File: src/sv/disk_head_request_scheduler_defines.svh
// Assertion macros shared by the disk head request scheduler RTL.
// No dependencies; included by files that carry concurrent assertions.
`ifndef DISK_HEAD_REQUEST_SCHEDULER_DEFINES_SVH
`define DISK_HEAD_REQUEST_SCHEDULER_DEFINES_SVH

// Condition implies consequence in the same cycle.
`define DHRS_ASSERT_SAME(lbl, clk, rst_n, ante, cons, msg) \
    lbl: assert property (@(posedge clk) disable iff (!(rst_n)) (ante) |-> (cons)) \
        else $error(msg);

// Condition implies consequence in the next cycle.
`define DHRS_ASSERT_NEXT(lbl, clk, rst_n, ante, cons, msg) \
    lbl: assert property (@(posedge clk) disable iff (!(rst_n)) (ante) |=> (cons)) \
        else $error(msg);

`endif

File: src/sv/dhrs_pkg.sv
// Shared widths, register codes and cell interface types for the scheduler.
// No dependencies; used by dhrs_cell and disk_head_request_scheduler.
`timescale 1ns / 1ps

package dhrs_pkg;

    localparam int TRACK_W = 16;
    localparam int DIST_W  = 17;
    localparam int TOTAL_W = 24;
    localparam int RIDX_W  = 5;
    localparam int CFG_W   = 2;

    localparam logic [TOTAL_W-1:0] TOTAL_MAX = {TOTAL_W{1'b1}};

    localparam logic [CFG_W-1:0] CFG_SCAN_MODE   = 2'd0;
    localparam logic [CFG_W-1:0] CFG_TRACK_COUNT = 2'd1;
    localparam logic [CFG_W-1:0] CFG_START_TRACK = 2'd2;

    // Search token walking down the cell row (index travels beside it).
    typedef struct packed {
        logic               live;
        logic               found;
        logic [TRACK_W-1:0] seek;
        logic [TRACK_W-1:0] track;
    } t_token;

    // Broadcast control from the sequencer to every cell.
    typedef struct packed {
        logic               load;
        logic               clamp;
        logic               mark;
        logic               scan;
        logic               sweep_down;
        logic [TRACK_W-1:0] head;
        logic [TRACK_W-1:0] last;
        logic [TRACK_W-1:0] wr_track;
    } t_cell_ctl;

endpackage

File: src/sv/dhrs_cell.sv
// One request slot of the scheduler row: stored track, pending flag and one
// compare stage of the nearest-request search. Depends on dhrs_pkg.
`timescale 1ns / 1ps

module dhrs_cell #(
    parameter int IDX_W    = 5,
    parameter int CELL_IDX = 0
) (
    input  logic               i_clk,
    input  logic               i_rst_n,
    input  dhrs_pkg::t_cell_ctl i_ctl,
    input  logic [IDX_W-1:0]   i_sel_idx,
    input  dhrs_pkg::t_token   i_tok,
    input  logic [IDX_W-1:0]   i_tok_idx,
    output dhrs_pkg::t_token   o_tok,
    output logic [IDX_W-1:0]   o_tok_idx
);

    logic [dhrs_pkg::TRACK_W-1:0] r_track;
    logic                         r_valid;
    dhrs_pkg::t_token             r_tok;
    dhrs_pkg::t_token             n_tok;
    logic [IDX_W-1:0]             r_tok_idx;
    logic [IDX_W-1:0]             n_tok_idx;

    logic                         w_hit;
    logic                         w_ge;
    logic                         w_ahead;
    logic                         w_take;
    logic [dhrs_pkg::TRACK_W-1:0] w_dist;

    assign w_hit = (i_sel_idx == IDX_W'(CELL_IDX));

    always_comb begin
        w_ge    = (r_track >= i_ctl.head);
        w_dist  = w_ge ? (r_track - i_ctl.head) : (i_ctl.head - r_track);
        // sweep only looks at or ahead of the head
        w_ahead = !i_ctl.scan || (i_ctl.sweep_down ? (r_track <= i_ctl.head) : w_ge);
        // strict compare: earlier cell keeps a tie
        w_take  = r_valid && w_ahead && (!i_tok.found || (w_dist < i_tok.seek));

        n_tok       = i_tok;
        n_tok_idx   = i_tok_idx;
        n_tok.found = i_tok.found || w_take;
        if (w_take) begin
            n_tok.seek  = w_dist;
            n_tok.track = r_track;
            n_tok_idx   = IDX_W'(CELL_IDX);
        end
    end

    always_ff @(posedge i_clk) begin
        if (!i_rst_n) begin
            r_valid <= 1'b0;
        end else if (i_ctl.load && w_hit) begin
            r_valid <= 1'b1;
        end else if (i_ctl.mark && w_hit) begin
            r_valid <= 1'b0;
        end
    end

    always_ff @(posedge i_clk) begin
        if (i_ctl.load && w_hit) begin
            r_track <= i_ctl.wr_track;
        end else if (i_ctl.clamp && (r_track > i_ctl.last)) begin
            r_track <= i_ctl.last;
        end
    end

    // only the live bit needs a reset; the payload follows it
    always_ff @(posedge i_clk) begin
        if (!i_rst_n) begin
            r_tok.live <= 1'b0;
        end else begin
            r_tok.live <= n_tok.live;
        end
        r_tok.found <= n_tok.found;
        r_tok.seek  <= n_tok.seek;
        r_tok.track <= n_tok.track;
        r_tok_idx   <= n_tok_idx;
    end

    assign o_tok     = r_tok;
    assign o_tok_idx = r_tok_idx;

endmodule

File: config.mk
export PLATFORM = sky130hd
export DESIGN_NAME = dhrs_cell
export DESIGN_NICKNAME = d
export VERILOG_FILES = /design/src/sv/disk_head_request_scheduler_defines.svh /design/src/sv/dhrs_pkg.sv /design/src/sv/dhrs_cell.sv
export SDC_FILE = /design/constraint.sdc
export NUM_CORES = 1
export LEC_CHECK = 0
export BUFFER_PORTS_ARGS = -buffer_cell sky130_fd_sc_hd__buf_2
export CAP_MARGIN = 20
export CORE_MARGIN = 10
export CORE_UTILIZATION = 52
export DETAILED_ROUTE_END_ITERATION = 16
export PLACE_DENSITY = 0.81
export SLEW_MARGIN = 40
export SYNTH_ARGS = -nofsm -noshare
export SYNTH_HDL_FRONTEND = slang
export SYNTH_SLANG_ARGS = --single-unit
File: constraint.sdc
create_clock -name i_clk -period 6.2 [get_ports i_clk]
set_input_delay 0.93 -clock i_clk [delete_from_list [all_inputs] [get_ports i_clk]]
set_output_delay 0.93 -clock i_clk [all_outputs]
set_load 0.05 [all_outputs]
==> results of run 1 <==
-- cell usage in the layout, fill, tap and decap left out, drive strengths merged, types with 5 or more instances in the layout --
| master | instances |
|---|---|
| xnor2 | 11 |
| edfxtp | 16 |
| dfxtp | 40 |
| nand2 | 35 |
| mux2 | 32 |
| inv | 71 |
| a21oi | 27 |
| and2 | 6 |
| nor2 | 14 |
| o21a | 5 |
| ha | 62 |
| a21o | 11 |
| o21ai | 33 |
| nor2b | 7 |
| buf | 141 |
| nand3 | 7 |
| mux2i | 14 |
| clkbuf | 6 |
| nand4 | 6 |
-- kinds of logic after synthesis --
group                      share of synthesized area, %
AOI/OAI and AO/OA                                  16.9
and+or+nand+nor                                    10.3
buffers and inverters                              8.48
adders and majority gates                          18.9
DFF                                                29.7
muxes                                              12.6
xor gates and xnor gates                           3.05
-- power groups by stage --
stage               registers [mW]  clock network (mW)  logic (mW)
global route                 0.413               0.272       0.468
global placement             0.419                   0       0.412
detailed placement           0.419                   0       0.420
finish                       0.411               0.252       0.422
CTS                          0.411               0.259       0.422
floorplan                    0.471                   0       0.251
-- state kept, by name (all words and copies together) (netlist names) --
register   cells
o_tok         34
r_track       16
o_tok_idx      5
r_valid        1
-- worst max-delay path: cells and delay by family --
kind                       cells  cell delay (ns)
adders and majority gates      3             0.86
AOI/OAI and AO/OA             10             2.06
xor gates and xnor gates       1             0.17
buffers and inverters          4             0.54
and+or+nand+nor                3             0.47
muxes                          1             0.25
-- area by class of cell --
type                    instances  area, µm²  share of cell area [%]
repair buffers                141        743                    14.3
multi-input cells             324       2670                    51.3
well taps                     105        131                    2.53
clock buffers                   6       72.6                    1.40
flip-flops and latches         56       1280                    24.7
inverters                      70        263                    5.06
clock inverters                 2       38.8                   0.746
-- worst paths after layout --
kind	from	to	slack (ns)
setup / recovery	i_ctl[32]	o_tok[8]	1.11
hold / removal	r_valid	r_valid	0.57
setup reg to reg	r_track[0]	o_tok[8]	1.25
hold reg to reg	r_valid	r_valid	0.57
-- metal layers --
layer,share of wire [%],GRT usage (%),up-vias
met4,1.0,4.54,0
met5,0,0,-
met2,48,30.7,115
met3,6.2,4.65,8
li1,-,-,1872
met1,45,22.2,1680
-- through the flow --
stage	hold WS (ns)	std cells
3_5_place_dp	0.569	696
6_report	0.573	704
5_1_grt	0.606	704
2_1_floorplan	0.486	466
4_1_cts	0.585	704
3_3_place_gp	0.550	694
==> run summary, run 1 <==
Initial core utilization - 53.0%
Drt initial violations - 128
Netlist Area Pre-Place - 0.00431 mm²
Number of flops mapped to enable cells by yosys - 16
CP most frequent cell - o21ai_0
DR WL/cell - 16.4 µm
Endpoints failing setup - 0
Arrival @ worst endpoint - 5.29 ns
Largest net degree at the start of global routing - 25
Die X - 111 µm
Power share of the combinational group - 38.9%
Switch share - 36.1%
Relative slew margins - 50.1%
Pwr Density - 209 mW/mm²
Synthesized netlist cell count - 466
Worst skew pair latency - 0.32 ns
Vias per inst - 5.22
TritonCTS clock tree - yes
Root buffer cell - clkbuf_8
Worst path cell trace - buf_2 -> ha_1 -> inv_1 -> fa_1 -> a211oi_1 -> o21a_1 -> and3b_1 -> o21ai_4 -> nand2_4 -> mux2i_1 -> xnor2_1 -> ha_1 -> a2111oi_0 -> o21ai_0 -> o21ai_0 -> o22ai_1 -> a21oi_1 -> o211ai_4 -> buf_8 -> buf_4 -> nand2_1 -> o21ai_0
Top post-synthesis cells by area - dfxtp_1 (19%), ha_1 (18%), edfxtp_1 (11%), inv_1 (6.1%), mux2_2 (5.5%)
Commonest cells post-synth - inv_1 (70), ha_1 (62), dfxtp_1 (40), nand2_1 (34), o21ai_0 (31)
Clk buf depth - 2
Std-Cell Rows - 33
Count leader, synth - inv_1
Gpl congestion - 0.862
Worst Clk Skew - 0.00897 ns
RSZ-0062 raised after global routing - no
# DRC - 0
ANT nets after route - 0
Wire length of the first global-routing pass - 19000 µm
Power share of the clock group - 23.3%
Total CTS buffers - 5
Status - complete, no violations
Final hold vios - 0
Antenna fix cells - 0
Yosys cell types - 56
Worst-path clk slew - 0.10 ns
Via count - 3675
CP max stage cell - a2111oi_0
Global route overflow - 0
Slew @ Worst Pin - 0.746 ns
Async S/R FF share, synth - 0%
Reg power frac - 37.9%
Port Buffers - 137
Synth Register Bits - 56
DIE HEIGHT - 111 µm
Reg2Reg Depth - 22
Power Internal - 0.693 mW
Die ar. - 0.0123 mm²
Crit path kind - in2reg
Top_reg_cell synth - dfxtp_1
Final setup margin - 1.11 ns
Final core occ - 63.9%
Sw Pwr - 0.392 mW
Mapped Avg Cell Area - 9.25 µm²
Clock Sinks - 56
Hold Crit Class - reg2reg
Gr usage total - 18.1%
Worst setup SP type - primary input
CP max stage delay - 0.44 ns
Crit path max fanout - 16
Worst hold path cell count - 2
H-tree Lvls - 2
Seq/Total Area, Yosys - 29.7%
Final setup TNS - 0 ns
Top-level I/O count - 138
Max Freq - 197 MHz
Syn nets - 629
Data required, critical path - 6.40 ns
PostCTS Resize Cnt - 0
Dpl hpwl - 9850 µm
Initial antenna violation count - 0
Max Cap Viol - 0
Post-synth top area share - 18.6%
Worst setup EP type - flop
Tot Pwr - 1.09 mW
Leak - 2.74 nW
Tcrit/Tclk final - 82.1%
Net count, final - 761
Layout cells sized above 1 - 31.4%
Area grow syn2layout - 20.6%
Placed inst area - 0.00509 mm²
# hold bufs at CTS - 0
Slew Limit Fails - 0
DR pass1 iterations - 4
Largest area contributor in the netlist - dfxtp_1
Routed WL - 11600 µm
Peak VDD IR - 88.9 µV
Vias in the first global route - 3979
Core area - 0.00813 mm²
Post CTS Setup Buffer Count - 0
Pre-CTS WS - 0.856 ns
Ys Warns - 0
Design area - 0.00520 mm²
Filler cell count - 718
Final min period - 5.09 ns
(Power assumes the default switching activity.)
==> run 2: changes to the inputs <==
clock period = 4.9 ns   (was 6.2 ns; I/O delays follow)
==> run 2 against run 1 <==
- highest routed layer unchanged
- first-iteration DRC count up 69%
- clock skew is 0.0025 ns higher
- register-to-register slack got worse by 0.88 ns
- total power is 24% higher
==> run summary, run 2 (synthesized netlist as in run 1, its figures left out) <==
Gr usage total - 18.1%
Routed WL - 11700 µm
ANT nets after route - 0
Worst hold endpoint - r_valid
Clock Sinks - 56
Reg power frac - 38.4%
Endpoints failing setup - 0
Top-level I/O count - 138
Clk buf depth - 2
Port Buffers - 137
Core area - 0.00813 mm²
Final hold vios - 0
Worst path cell trace - inv_1 -> ha_1 -> inv_1 -> fa_1 -> a211oi_2 -> o21a_1 -> and3b_1 -> o21ai_4 -> nand2_4 -> mux2i_1 -> xnor2_1 -> ha_1 -> a2111oi_0 -> o21ai_0 -> o21ai_0 -> o22ai_1 -> a21oi_1 -> o211ai_4 -> buf_12 -> mux2_4
Total CTS buffers - 5
Power share of the combinational group - 40.6%
Vias in the first global route - 3942
CP max stage cell - edfxtp_1
Via count - 3727
Min-delay src - r_valid
DIE HEIGHT - 111 µm
Slew Limit Fails - 0
Worst hold path cell count - 2
Sw Pwr - 0.501 mW
DR pass1 iterations - 4
Area grow syn2layout - 21.8%
DR WL/cell - 16.3 µm
Global route overflow - 0
Net count, final - 770
Critical R2R Launch - r_track[0]
Wire length of the first global-routing pass - 18900 µm
Worst setup EP type - flop
Terminus of the critical flop-to-flop path - o_tok[21]
Crit path max fanout - 25
Buf/Inv on CP - 3
Peak VDD IR - 116 µV
Arrival @ worst endpoint - 4.75 ns
Relative slew margins - 49.8%
Die ar. - 0.0123 mm²
Layout cells sized above 1 - 32.6%
Antenna fix cells - 0
Slew @ Worst Pin - 0.751 ns
Reg2Reg Depth - 20
Final setup TNS - 0 ns
Post CTS Setup Buffer Count - 0
Worst setup SP type - flop
Gpl congestion - 0.874
Tcrit/Tclk final - 92.5%
Vias per inst - 5.23
Final min period - 4.53 ns
Most frequent cells in the layout - buf_2 (137), inv_1 (70), ha_1 (62), dfxtp_1 (40), nand2_1 (34)
Worst-path clk slew - 0.11 ns
Initial antenna violation count - 0
Dpl hpwl - 9930 µm
Leak - 2.78 nW
Crit-path leading delay family - compound AO/OA/AOI/OAI gates
Die X - 111 µm
Reg-to-reg slack, setup - 0.37 ns
Largest register FFs - 34
Pwr Density - 257 mW/mm²
Worst Clk Skew - 0.0115 ns
Drt initial violations - 216
Crit path kind - reg2reg
TritonCTS clock tree - yes
RSZ-0062 raised after global routing - no
Max Freq - 221 MHz
Root buffer cell - clkbuf_8
CP max stage delay - 0.43 ns
Status - complete, no violations
Power share of the clock group - 20.9%
Switch share - 37.1%
Initial core utilization - 53.0%
Hold Crit Class - reg2reg
Max Cap Viol - 0
# DRC - 0
Largest net degree at the start of global routing - 26
H-tree Lvls - 2
Std-Cell Rows - 33
Power Internal - 0.850 mW
Most common cell after layout, fill and taps aside - buf_2
Final core occ - 64.5%
Worst skew pair latency - 0.33 ns
Data required, critical path - 5.12 ns
-- run 2: how the worst max path moves through the flow --
stage | from | end | slack [ns] | depth (start not counted)
finish | r_track[0] | o_tok[21] | 0.37 | 20
global route | r_track[0] | o_tok[21] | 0.09 | 20
CTS | r_track[0] | o_tok[21] | 0.28 | 20
detailed placement | i_ctl[32] | o_tok[21] | 0.01 | 20
global placement | i_ctl[32] | o_tok[29] | 0.13 | 20
floorplan | i_ctl[32] | o_tok[20] | 0.31 | 20
-- run 2: timing repair --
action | 4_1_cts | 5_1_grt
endpoints found under the setup margin | 0 | 3
resized for setup | 0 | 1
hold buffers | 0 | 0
-- run 2: per-layer routing --
layer	wire length, µm	track usage [%]	share of wire, %	vias up
met5	0	0	0	-
met1	5280	22.2	45	1711
li1	-	-	-	1891
met2	5550	30.9	48	118
met3	720	4.60	6.2	7
met4	103	4.37	0.88	0
-- run 2: worst register-to-register path, delay by kind of cell, from the launching register on --
family	cells	cell delay [ns]
compound gates	9	1.76
fa+ha+maj	3	0.90
flops	1	0.43
mux	2	0.43
buf+inv	3	0.38
simple gates	2	0.29
xor+xnor	1	0.25
-- run 2: power groups by stage --
stage,combinational (mW),sequential [mW],clock (mW)
2_1_floorplan,0.317,0.596,0
5_1_grt,0.606,0.522,0.307
4_1_cts,0.549,0.520,0.286
3_5_place_dp,0.547,0.530,0
3_3_place_gp,0.536,0.529,0
6_report,0.549,0.519,0.283
-- run 2: layout make-up --
cell class / instances / area, µm²
clock buffer: 7 / 86.3
clock inverter: 1 / 7.51
fill: 707 / 2880
inverter: 70 / 263
multi-input combinational: 324 / 2670
sequential: 56 / 1280
tap: 105 / 131
timing repair buffer: 150 / 808
-- run 2: through the flow --
stage	hold slack, ns	cell area (µm²)	worst slack (ns)	total power, mW	std cells
2_1_floorplan	0.486	4310	0.309	0.914	466
3_3_place_gp	0.548	5150	0.133	1.06	705
3_5_place_dp	0.547	5150	0.00994	1.08	705
4_1_cts	0.564	5250	0.280	1.36	713
5_1_grt	0.586	5250	0.0852	1.44	713
6_report	0.566	5250	0.365	1.35	713
